==> config.mk <==
export PLATFORM = sky130hd
export DESIGN_NAME = rtc_with_masked_alarm
export DESIGN_NICKNAME = d
export VERILOG_FILES = /design/src/hw/rtl/rtcma_pkg.sv /design/src/hw/rtl/rtc_with_masked_alarm.sv /design/src/hw/rtl/rtcma_in_stage.sv /design/src/hw/rtl/rtcma_core.sv
export SDC_FILE = /design/constraint.sdc
export NUM_CORES = 1
export LEC_CHECK = 0
export ABC_CLOCK_PERIOD_IN_PS = 8650
export BUFFER_PORTS_ARGS = -buffer_cell sky130_fd_sc_hd__buf_2
export CELL_PAD_IN_SITES_DETAIL_PLACEMENT = 0
export CELL_PAD_IN_SITES_GLOBAL_PLACEMENT = 1
export CORE_MARGIN = 4
export CORE_UTILIZATION = 30
export CTS_BUF_LIST = sky130_fd_sc_hd__clkbuf_16
export DETAILED_ROUTE_END_ITERATION = 8
export PLACE_DENSITY_LB_ADDON = 0.08
export SETUP_SLACK_MARGIN = 0.02
export SYNTH_ARGS = -nofsm -noshare
export SYNTH_HDL_FRONTEND = slang
export SYNTH_HIERARCHICAL = 1
export SYNTH_SLANG_ARGS = --single-unit
==> constraint.sdc <==
create_clock -name clock -period 8.65 [get_ports clock]
set_input_delay 1.2975 -clock clock [delete_from_list [all_inputs] [get_ports clock]]
set_output_delay 1.2975 -clock clock [all_outputs]
set_load 0.005 [all_outputs]
==> src/hw/rtl/rtcma_pkg.sv <==
package rtcma_pkg;

   localparam int SEC_W  = 6;
   localparam int MIN_W  = 6;
   localparam int HOUR_W = 5;
   localparam int MDAY_W = 5;
   localparam int MON_W  = 4;
   localparam int WDAY_W = 3;
   localparam int YEAR_W = 12;
   localparam int YDAY_W = 9;
   localparam int CMD_W  = 3;
   localparam int MASK_W = 8;

   localparam int FIELDS_W = SEC_W + MIN_W + HOUR_W + MDAY_W + MON_W + WDAY_W
                           + YEAR_W + YDAY_W;
   localparam int TDATA_W  = ((FIELDS_W + 7) / 8) * 8;

   localparam logic [SEC_W-1:0]  SEC_MOD    = 6'd60;
   localparam logic [SEC_W-1:0]  SEC_LAST   = 6'd59;
   localparam logic [MIN_W-1:0]  MIN_MOD    = 6'd60;
   localparam logic [MIN_W-1:0]  MIN_LAST   = 6'd59;
   localparam logic [HOUR_W-1:0] HOUR_MOD   = 5'd24;
   localparam logic [MDAY_W-1:0] MDAY_DFLT  = 5'd1;
   localparam logic [MON_W-1:0]  MON_DFLT   = 4'd1;
   localparam logic [WDAY_W-1:0] WDAY_DFLT  = 3'd0;
   localparam logic [YEAR_W-1:0] YEAR_DFLT  = 12'd1900;
   localparam logic [YDAY_W-1:0] YDAY_DFLT  = 9'd1;

   // Alarm mask bit positions
   localparam int MB_SEC  = 0;
   localparam int MB_MIN  = 1;
   localparam int MB_HOUR = 2;
   localparam int MB_MDAY = 3;
   localparam int MB_WDAY = 4;
   localparam int MB_YDAY = 5;
   localparam int MB_MON  = 6;
   localparam int MB_YEAR = 7;

   typedef enum logic [CMD_W-1:0] {
      CMD_SET_TIME   = 3'd0,
      CMD_SET_ALARM  = 3'd1,
      CMD_TICK       = 3'd2,
      CMD_READ       = 3'd3,
      CMD_READ_ALARM = 3'd4
   } cmd_type;

   // Declared highest field first so that sec lands in the lowest bits.
   typedef struct packed {
      logic [YDAY_W-1:0] yday;
      logic [YEAR_W-1:0] year;
      logic [WDAY_W-1:0] wday;
      logic [MON_W-1:0]  mon;
      logic [MDAY_W-1:0] mday;
      logic [HOUR_W-1:0] hour;
      logic [MIN_W-1:0]  min;
      logic [SEC_W-1:0]  sec;
   } time_fields_type;

   typedef struct packed {
      cmd_type         cmd;
      time_fields_type fields;
   } req_item_type;

   typedef struct packed {
      logic            match;
      time_fields_type fields;
   } rsp_item_type;

   localparam time_fields_type TIME_RESET = '{
      yday: YDAY_DFLT, year: YEAR_DFLT, wday: WDAY_DFLT, mon: MON_DFLT,
      mday: MDAY_DFLT, hour: '0, min: '0, sec: '0
   };

endpackage

==> src/hw/rtl/rtc_with_masked_alarm.sv <==
// Real-time clock register block with a masked alarm compare.
//
// Request channel (req_*): one word per command. req_tuser carries the
// command (set_time, set_alarm, tick, read, read_alarm); req_tdata carries
// the eight time or alarm fields used by set_time and set_alarm.
// Response channel (rsp_*): exactly one word per request, in order. It holds
// the time fields (alarm fields for read_alarm) after the command has taken
// effect, and rsp_tuser carries the alarm match flag.
// Config channel (csr_*): writes the 8-bit alarm mask; always ready. Write it
// only while no request is in flight.
//
// A word passes through the request register and then the response register.
// Throughput is one word per cycle while the receiver keeps rsp_tready high;
// the only loop is the core's state update, which commits as the word advances.
// When the receiver stalls, the response register holds its word and the
// request register can still take one more word before req_tready drops.
// Synchronous reset empties both registers, loads the time with 00:00:00,
// day 1, month 1, weekday 0, year 1900, yday 1, and clears alarm and mask.
module rtc_with_masked_alarm import rtcma_pkg::*; (
   input  logic               clock,
   input  logic               reset,
   input  logic               req_tvalid,
   output logic               req_tready,
   // from bit 0: sec[6], min[6], hour[5], mday[5], mon[4], wday[3], year[12],
   // yday[9], zero fill
   input  logic [TDATA_W-1:0] req_tdata,
   // from bit 0: cmd[3]
   input  logic [CMD_W-1:0]   req_tuser,
   output logic               rsp_tvalid,
   input  logic               rsp_tready,
   // from bit 0: out_sec[6], out_min[6], out_hour[5], out_mday[5], out_mon[4],
   // out_wday[3], out_year[12], out_yday[9], zero fill
   output logic [TDATA_W-1:0] rsp_tdata,
   // from bit 0: alarm_match[1]
   output logic [0:0]         rsp_tuser,
   input  logic               csr_valid,
   output logic               csr_ready,
   input  logic [MASK_W-1:0]  csr_data
);

   req_item_type req_item;
   req_item_type item;
   logic         item_valid;
   logic         advance;
   rsp_item_type result;
   rsp_item_type rsp_item_ff;
   logic         rsp_valid_ff, rsp_valid_in;

   assign req_item.cmd    = cmd_type'(req_tuser);
   assign req_item.fields = time_fields_type'(req_tdata[FIELDS_W-1:0]);

   // Move the held request into the response register when that has room.
   assign advance = item_valid && (!rsp_valid_ff || rsp_tready);

   rtcma_in_stage u_in_stage (
      .clock      (clock),
      .reset      (reset),
      .req_valid  (req_tvalid),
      .req_ready  (req_tready),
      .req_item   (req_item),
      .advance    (advance),
      .item_valid (item_valid),
      .item       (item)
   );

   // The core commits its state update in the same cycle the word advances.
   rtcma_core u_core (
      .clock    (clock),
      .reset    (reset),
      .csr_we   (csr_valid),
      .csr_mask (csr_data),
      .exec_en  (advance),
      .item     (item),
      .result   (result)
   );

   assign csr_ready = 1'b1;

   // Hold the response until taken; drop valid once it leaves with nothing behind.
   always_comb begin
      rsp_valid_in = rsp_valid_ff;
      if (advance) begin
         rsp_valid_in = 1'b1;
      end else if (rsp_tready) begin
         rsp_valid_in = 1'b0;
      end
   end

   always_ff @(posedge clock) begin
      if (reset) begin
         rsp_valid_ff <= 1'b0;
      end else begin
         rsp_valid_ff <= rsp_valid_in;
      end
   end

   always_ff @(posedge clock) begin
      if (advance) begin
         rsp_item_ff <= result;
      end
   end

   assign rsp_tvalid = rsp_valid_ff;
   assign rsp_tdata  = {{(TDATA_W - FIELDS_W){1'b0}}, rsp_item_ff.fields};
   assign rsp_tuser  = rsp_item_ff.match;

endmodule

==> src/hw/rtl/rtcma_in_stage.sv <==
module rtcma_in_stage import rtcma_pkg::*; (
   input  logic         clock,
   input  logic         reset,
   input  logic         req_valid,
   output logic         req_ready,
   input  req_item_type req_item,
   input  logic         advance,
   output logic         item_valid,
   output req_item_type item
);

   logic         valid_ff, valid_in;
   req_item_type item_ff;

   // Take a new word whenever the held one is empty or moving on.
   assign req_ready = !valid_ff || advance;

   always_comb begin
      valid_in = valid_ff;
      if (req_ready) begin
         valid_in = req_valid;
      end
   end

   always_ff @(posedge clock) begin
      if (reset) begin
         valid_ff <= 1'b0;
      end else begin
         valid_ff <= valid_in;
      end
   end

   always_ff @(posedge clock) begin
      if (req_ready && req_valid) begin
         item_ff <= req_item;
      end
   end

   assign item_valid = valid_ff;
   assign item       = item_ff;

endmodule

==> src/hw/rtl/rtcma_core.sv <==
module rtcma_core import rtcma_pkg::*; (
   input  logic              clock,
   input  logic              reset,
   input  logic              csr_we,
   input  logic [MASK_W-1:0] csr_mask,
   input  logic              exec_en,
   input  req_item_type      item,
   output rsp_item_type      result
);

   time_fields_type   time_ff, time_in;
   time_fields_type   alarm_ff, alarm_in;
   logic [MASK_W-1:0] mask_ff;
   time_fields_type   v;
   time_fields_type   clamped;
   logic [MASK_W-1:0] miss;

   assign v = item.fields;

   // Clamp rules for set_time
   always_comb begin
      clamped.sec  = (v.sec >= SEC_MOD) ? v.sec - SEC_MOD : v.sec;
      clamped.min  = (v.min >= MIN_MOD) ? v.min - MIN_MOD : v.min;
      clamped.hour = (v.hour >= HOUR_MOD) ? v.hour - HOUR_MOD : v.hour;
      clamped.mday = (v.mday inside {[5'd2:5'd31]}) ? v.mday : MDAY_DFLT;
      clamped.mon  = (v.mon inside {[4'd2:4'd12]}) ? v.mon : MON_DFLT;
      clamped.wday = (v.wday inside {[3'd2:3'd6]}) ? v.wday : WDAY_DFLT;
      clamped.year = (v.year != '0) ? v.year : YEAR_DFLT;
      clamped.yday = (v.yday inside {[9'd2:9'd365]}) ? v.yday : YDAY_DFLT;
   end

   always_comb begin
      time_in  = time_ff;
      alarm_in = alarm_ff;
      if (exec_en) begin
         case (item.cmd)
            CMD_SET_TIME: begin
               time_in = clamped;
            end
            CMD_SET_ALARM: begin
               alarm_in = v;
            end
            CMD_TICK: begin
               if (time_ff.sec >= SEC_LAST) begin
                  time_in.sec = '0;
                  time_in.min = (time_ff.min >= MIN_LAST) ? '0 : time_ff.min + 1'b1;
               end else begin
                  time_in.sec = time_ff.sec + 1'b1;
               end
            end
            default: begin
            end
         endcase
      end
   end

   // Compare against the post-update state.
   always_comb begin
      miss          = '0;
      miss[MB_SEC]  = alarm_in.sec  != time_in.sec;
      miss[MB_MIN]  = alarm_in.min  != time_in.min;
      miss[MB_HOUR] = alarm_in.hour != time_in.hour;
      miss[MB_MDAY] = alarm_in.mday != time_in.mday;
      miss[MB_WDAY] = alarm_in.wday != time_in.wday;
      miss[MB_YDAY] = alarm_in.yday != time_in.yday;
      miss[MB_MON]  = alarm_in.mon  != time_in.mon;
      miss[MB_YEAR] = alarm_in.year != time_in.year;
   end

   assign result.match  = (mask_ff != '0) && ((mask_ff & miss) == '0);
   assign result.fields = (item.cmd == CMD_READ_ALARM) ? alarm_in : time_in;

   always_ff @(posedge clock) begin
      if (reset) begin
         time_ff  <= TIME_RESET;
         alarm_ff <= '0;
         mask_ff  <= '0;
      end else begin
         time_ff  <= time_in;
         alarm_ff <= alarm_in;
         if (csr_we) begin
            mask_ff <= csr_mask;
         end
      end
   end

endmodule

==> results by group, run 1 <==
Run status
  • Status: completed

Job
  • Max-Cap Viols: 0

Synthesis
  • Leading area contributor after synthesis: edfxtp_1
  • Top cell type's share of synthesized area: 33.0%
  • Compound-Gate Fraction of Synth Area: 11.5%
  • Post-synth top flop: dfxtp_1
  • Synth top area cells: edfxtp_1, dfxtp_1, mux2i_1
  • Synth cell types: 71
  • Mapped Cells: 894
  • Main combinational cell family by area after synthesis: simple AND/OR/NAND/NOR gates
  • Mux share of post-synthesis cell area: 7.73%
  • EDFF count, synth: 104
  • Syn. warnings: 6
  • Post-synth ARST share: 0%
  • Synth Area in Simple Gates: 15.8%
  • Post-synthesis register bit count: 214
  • Post-synthesis sequential area ratio: 56.2%
  • Cell Area, Synth: 9470 µm²
  • Adder-Cell Fraction of Synth Area: 0.528%
  • Post-synthesis xor/xnor area fraction: 4.53%
  • Syn_area_per_cell: 10.6 µm²

Clock network
  • Worst-path clk slew: 0.06 ns
  • Resized Gates After CTS: 0
  • Root Buffer: clkbuf_16
  • Setup Buffers After CTS: 0
  • CTS sink cnt: 214
  • TritonCTS clock tree: yes
  • Hold buffers post-CTS: 0
  • Latest clock arrival within the worst-skew pair: 0.52 ns
  • Total CTS buffers: 26
  • Clk buf depth: 3
  • H-tree levels: 1

Timing
  • RSZ-0062 raised after global routing: no
  • Relative slew slack: 31.1%
  • Skew final: 0.0110 ns
  • Fin. Hold Viols: 0
  • Period Utilization, post-route: 54.5%
  • Final setup viols: 0
  • Worst slew pin tran: 1.03 ns
  • Final Max Tran Viols: 0
  • Highest clock rate: 212 MHz
  • Setup tns final: 0 ns
  • Min Tclk post-route: 4.71 ns
  • Setup ws final: 3.94 ns

Die
  • I/O pins: 132
  • Die area: 34,500 µm²
  • CORE AREA: 30,800 µm²
  • Chip height: 186 µm
  • Initial Util: 30.7%
  • Row count: 64
  • Die W: 186 µm

Placement
  • Post-DP HPWL: 17,600 µm
  • Placement Setup Slack: 3.29 ns
  • Input/output buffers: 118
  • DP Cell Count: 1,367
  • Gp weighted congestion: 0.770

Global route
  • Grt total ovfl: 0
  • First-pass GRT wire length: 41,200 µm
  • Initial antenna violation count: 0
  • Vias in the first global route: 6,923
  • Largest net degree at the start of global routing: 71
  • Total Routing Usage GR: 15.3%

Cells and area
  • Ant. Diodes: 0
  • FF+latch area: 5330 µm²
  • Synth-to-layout area growth: 17.9%
  • Share of cells above drive strength 1: 17.9%
  • Non-Filler Instances: 1,415
  • Multi-input combinational cell area: 3860 µm²
  • Fill count: 3,125
  • # nets final: 1,075

Power
  • Cell Pwr Density: 204 nW/µm²
  • Worst vdd ir: 0.140 mV
  • Leakage Power: 4.59 nW

Routing
  • DR iter-0 viols: 302
  • Drt wl/cell: 18.9 µm
  • Total number of vias: 6,862
  • Drt via density: 4.85
  • Routed Antenna Nets: 0
  • Residual DRC: 0
  • TritonRoute pass-1 iters: 4
  • Total wire length: 26,700 µm

Critical path
  • CP Launch Type: input pin
  • Setup CP Type: input pin to flop
  • Critical path data required time: 9.00 ns
  • Crit Path Max Fanout: 46
  • WP data arrival: 5.06 ns
  • Setup crit end kind: flop

Hold path
  • Min-Delay Path Class: flop to flop
## cells in the mapped netlist, types with 15 or more instances
cell	n
mux2i_1	72
xnor2_1	20
buf_2	15
inv_1	16
edfxtp_1	104
clkbuf_1	27
o21ai_0	24
and3_1	15
o22ai_1	15
xor2_1	29
dfxtp_1	110
nand2_1	78
nor2_1	123
nand3_1	17
a21oi_1	68
## critical path, stage by stage
cell and delay, ns:
buf_2 0.09, nand2b_4 0.13, and2_4 0.31, or4b_2 0.56
buf_4 0.62, nor3b_1 0.11, a2111oi_0 0.83, xnor2_1 0.22
nand4_1 0.10, o41ai_1 0.49, nand2_1 0.13, nor4_2 0.14
## metal layers
layer / track usage (%) / vias to the layer above / routed length (µm)
met4: 3.24 / 0 / 425
met3: 2.07 / 30 / 1050
met1: 21.7 / 3279 / 12800
met2: 25.1 / 119 / 12400
li1: - / 3434 / -
met5: 0 / - / 0
## cell families after synthesis
| kind of cell | count (synthesis) |
|---|---|
| compound gates | 169 |
| xor+xnor | 49 |
| fa+ha+maj | 4 |
| buf+inv | 72 |
| flops | 214 |
| mux | 73 |
| other cells | 2 |
| simple gates | 311 |
## power by group
part	leakage, nW	internal [W]	switching [W]
Clock	0.423	0.000557	0.000410
Sequential	1.89	0.00111	0.0000315
Combinational	2.28	0.0000648	0.000104
## stage by stage
| step | power, W | utilization [%] | instance area (µm²) | hold slack (ns) |
|---|---|---|---|---|
| 5_1_grt | 0.00238 | 36.2 | 11200 | 0.494 |
| 3_3_place_gp | 0.00134 | 33.8 | 10400 | 0.450 |
| 2_1_floorplan | 0.00126 | - | 9490 | 0.434 |
| 6_report | 0.00228 | 36.2 | 11200 | 0.461 |
| 3_5_place_dp | 0.00134 | 33.8 | 10400 | 0.450 |
| 4_1_cts | 0.00233 | 36.2 | 11200 | 0.463 |
## sequential cells by signal, indices dropped and copies added, names as in the netlist
register and count:
u_in_stage/item_valid 1, rsp_tuser 1, u_core/mask_ff 8, u_core/alarm_ff 50
u_in_stage/item 53, rsp_tdata 50, rsp_tvalid 1, u_core/time_ff 50
## worst paths after layout
kind                                 start                             to  slack [ns]  cells past startpoint
min          u_core/time_ff[39]$_SDFF_PP1_  u_core/time_ff[39]$_SDFF_PP1_        0.46                      2
min reg2reg  u_core/time_ff[39]$_SDFF_PP1_  u_core/time_ff[39]$_SDFF_PP1_        0.46                      2
max                             rsp_tready            rsp_tuser$_DFFE_PP_        3.94                     12
max reg2reg        rsp_tvalid$_SDFFE_PP0P_            rsp_tuser$_DFFE_PP_        4.52                     11
## cell type report
class / count / share of cell area [%]
Clock inverter: 21 / 0.762
Sequential cell: 214 / 47.7
Tap cell: 396 / 4.44
Inverter: 16 / 0.538
Multi-Input combinational cell: 613 / 34.6
Clock buffer: 27 / 6.05
Timing Repair Buffer: 128 / 5.98
## layout by cell type (no fill, tap or decap), types with 3 or more instances in the layout
cell,instances
mux2i_1,72
o21ai_1,4
ha_1,4
o31ai_1,6
nor3b_1,7
nand4_1,12
dfxtp_1,110
o21a_1,3
nand3_1,17
xnor2_1,20
o21ai_0,24
nor4_1,10
o41ai_1,4
nor3_1,9
o22ai_1,15
nor2b_1,4
edfxtp_1,104
a21oi_1,68
nand2b_1,7
buf_2,117
or2_2,3
nor2_1,123
or3b_1,3
a221oi_1,5
clkinv_1,5
buf_4,11
a22oi_1,9
nand2_1,77
a31oi_1,5
inv_1,30
clkbuf_16,27
and3_1,15
xor2_1,29
conb_1,7
No activity file was read; power rests on OpenSTA's default activity.
==> inputs of run 2 (changes only) <==
--- a/config.mk
+++ b/config.mk
@@ -5,7 +5,7 @@
 export SDC_FILE = /design/constraint.sdc
 export NUM_CORES = 1
 export LEC_CHECK = 0
-export ABC_CLOCK_PERIOD_IN_PS = 8650
+export ABC_CLOCK_PERIOD_IN_PS = 4500
 export BUFFER_PORTS_ARGS = -buffer_cell sky130_fd_sc_hd__buf_2
 export CELL_PAD_IN_SITES_DETAIL_PLACEMENT = 0
 export CELL_PAD_IN_SITES_GLOBAL_PLACEMENT = 1
==> constraint.sdc (replaced) <==
create_clock -name clock -period 4.5 [get_ports clock]
set_input_delay 0.675 -clock clock [delete_from_list [all_inputs] [get_ports clock]]
set_output_delay 0.675 -clock clock [all_outputs]
set_load 0.005 [all_outputs]
==> run 2 against run 1 <==
  * Sequential power increased by 92%
  * Sequential share of layout area is 0.84 points lower
  * Non-clock buffer count grew 8
  * Worst hold slack got worse by 0.16 ns
  * Global-route usage barely moved
  * Wire length increased by 0.61%
  * Setup slack worse by 2.9 ns
  * Critical path depth down 3
  * Die area unchanged
  * Via count rose by 0.74%
  * Combinational power up 96%
  * Final cell count increased by 0.57%
  * Critical path type is now flop to flop
  * Critical endpoint unchanged
  * Highest routed layer unchanged
==> results by group, run 2 (synthesized netlist as in run 1, its figures left out) <==
Global route
  • Vias in the first global route: 7,029
  • Total Routing Usage GR: 15.3%
  • First-pass GRT wire length: 41,200 µm
  • Grt total ovfl: 0
  • Largest net degree at the start of global routing: 86
  • Initial antenna violation count: 0

Timing
  • Setup ws final: 1.05 ns
  • Skew final: 0.0216 ns
  • Highest clock rate: 290 MHz
  • Final setup viols: 0
  • Worst Hold Slack: 0.304 ns
  • Final Max Tran Viols: 0
  • Relative slew slack: 32.5%
  • Fin. Hold Viols: 0
  • RSZ-0062 raised after global routing: no
  • Min Tclk post-route: 3.45 ns
  • Period Utilization, post-route: 76.7%
  • Worst slew pin tran: 1.01 ns
  • Setup tns final: 0 ns

Hold path
  • Hold Path End: u_in_stage/item[47]$_DFFE_PP_
  • Hold path depth: 1
  • Min-Delay Path Class: input pin to flop
  • Hold path start: req_tdata[47]

Routing
  • TritonRoute pass-1 iters: 4
  • Drt via density: 4.86
  • DR iter-0 viols: 263
  • Residual DRC: 0
  • Total number of vias: 6,913
  • Drt wl/cell: 18.9 µm
  • Routed Antenna Nets: 0
  • Total wire length: 26,900 µm

Clock network
  • Total CTS buffers: 26
  • CTS sink cnt: 214
  • Clk buf depth: 3
  • TritonCTS clock tree: yes
  • H-tree levels: 1
  • Hold buffers post-CTS: 0
  • Resized Gates After CTS: 0
  • Setup Buffers After CTS: 0
  • Latest clock arrival within the worst-skew pair: 0.55 ns
  • Root Buffer: clkbuf_16
  • Worst-path clk slew: 0.06 ns

Power
  • Cell Pwr Density: 414 nW/µm²
  • Worst vdd ir: 0.254 mV
  • Leakage Power: 4.65 nW

Critical path
  • Reg2reg setup slack: 1.05 ns
  • Worst Reg-to-Reg Cells: 9
  • Setup crit end kind: flop
  • CP top delay family: compound AO/OA/AOI/OAI gates
  • CP Launch Type: flop
  • Crit Path Max Fanout: 16
  • Crit-path cells: buf_4 -> or3b_1 -> o31ai_1 -> a2111oi_0 -> xnor2_1 -> nand4_1 -> o41ai_1 -> nand2_1 -> nor4_2
  • Launch point of the worst reg-to-reg path: u_in_stage/item[52]$_DFFE_PP_
  • WP data arrival: 3.81 ns
  • Bufs and invs on worst path: 1
  • Slowest CP cell: a2111oi_0
  • Max incr delay on CP: 0.84 ns
  • Setup CP Type: flop to flop
  • Critical path data required time: 4.86 ns
  • Reg-to-Reg End: rsp_tuser$_DFFE_PP_

Cells and area
  • Synth-to-layout area growth: 20.0%
  • Most used cells in the layout excluding fill and tap cells: nor2_1, buf_2, dfxtp_1, edfxtp_1, nand2_1
  • Number of flip-flops under the largest register name: 53
  • Share of cells above drive strength 1: 19.4%
  • Non-Filler Instances: 1,423
  • Most common cell after layout, fill and taps aside: nor2_1
  • # nets final: 1,083
  • Ant. Diodes: 0
  • Post-layout util: 36.9%

Die
  • CORE AREA: 30,800 µm²
  • Row count: 64
  • Die area: 34,500 µm²
  • Initial Util: 30.7%
  • Chip height: 186 µm
  • I/O pins: 132
  • Die W: 186 µm

Placement
  • Post-DP HPWL: 17,800 µm
  • DP Cell Count: 1,375
  • Input/output buffers: 118
  • Placement Setup Slack: 0.552 ns
  • Gp weighted congestion: 0.754

Job
  • Max-Cap Viols: 0

Run status
  • Status: completed
-- run 2: changes by cell type in the layout (fill, tap and decap cells not counted), moves of 3 or more --
cell,before,now
inv_1,30,19
clkinv_2,1,4
clkinvlp_4,0,3
buf_4,11,18
bufinv_16,0,5
-- run 2: metal layers --
layer / global-route usage, % / share of wire [%] / vias up
li1: - / - / 3441
met1: 20.7 / 46 / 3298
met2: 25.9 / 47 / 134
met3: 2.05 / 4.0 / 40
met4: 4.23 / 2.7 / 0
met5: 0 / 0 / -
-- run 2: worst register-to-register path, delay by kind of cell, from the launching register on --
kind	cells	cell delay, ns
AOI/OAI and AO/OA	3	1.51
xor gates and xnor gates	1	0.20
buffers and inverters	1	0.29
DFF	1	0.55
and+or+nand+nor	4	0.73
-- run 2: final cells by class --
class,instances,area (µm²)
multi-input combinational,613,3850
clock inverter,22,243
clock buffer,26,651
timing repair buffer,136,741
sequential,214,5330
tap,396,495
fill,3108,19500
inverter,16,60.1
-- run 2: per-stage QoR --
| stage | cell area (µm²) | power, W |
|---|---|---|
| after global routing | 11400 | 0.00491 |
| final | 11400 | 0.00471 |
| after global placement | 10500 | 0.00258 |
| after CTS | 11400 | 0.00479 |
| after floorplan | 9490 | 0.00242 |
| after detailed placement | 10500 | 0.00258 |
-- run 2: power by group --
part | total [W] | internal, W | switching [W]
Clock | 0.00218 | 0.00134 | 0.000844
Sequential | 0.00219 | 0.00213 | 0.0000606
Combinational | 0.000331 | 0.000129 | 0.000202
-- run 2: how the worst max path moves through the flow --
stage	from	endpoint	slack, ns	cells after the start
after global placement	rsp_tready	rsp_tuser$_DFFE_PP_	0.59	12
after detailed placement	rsp_tready	rsp_tuser$_DFFE_PP_	0.55	12
final	u_in_stage/item[52]$_DFFE_PP_	rsp_tuser$_DFFE_PP_	1.05	9
after CTS	u_in_stage/item_valid$_SDFFE_PP0P_	rsp_tuser$_DFFE_PP_	1.01	10
after floorplan	rsp_tready	rsp_tuser$_DFFE_PP_	1.02	10
after global routing	u_in_stage/item[52]$_DFFE_PP_	rsp_tuser$_DFFE_PP_	0.70	9
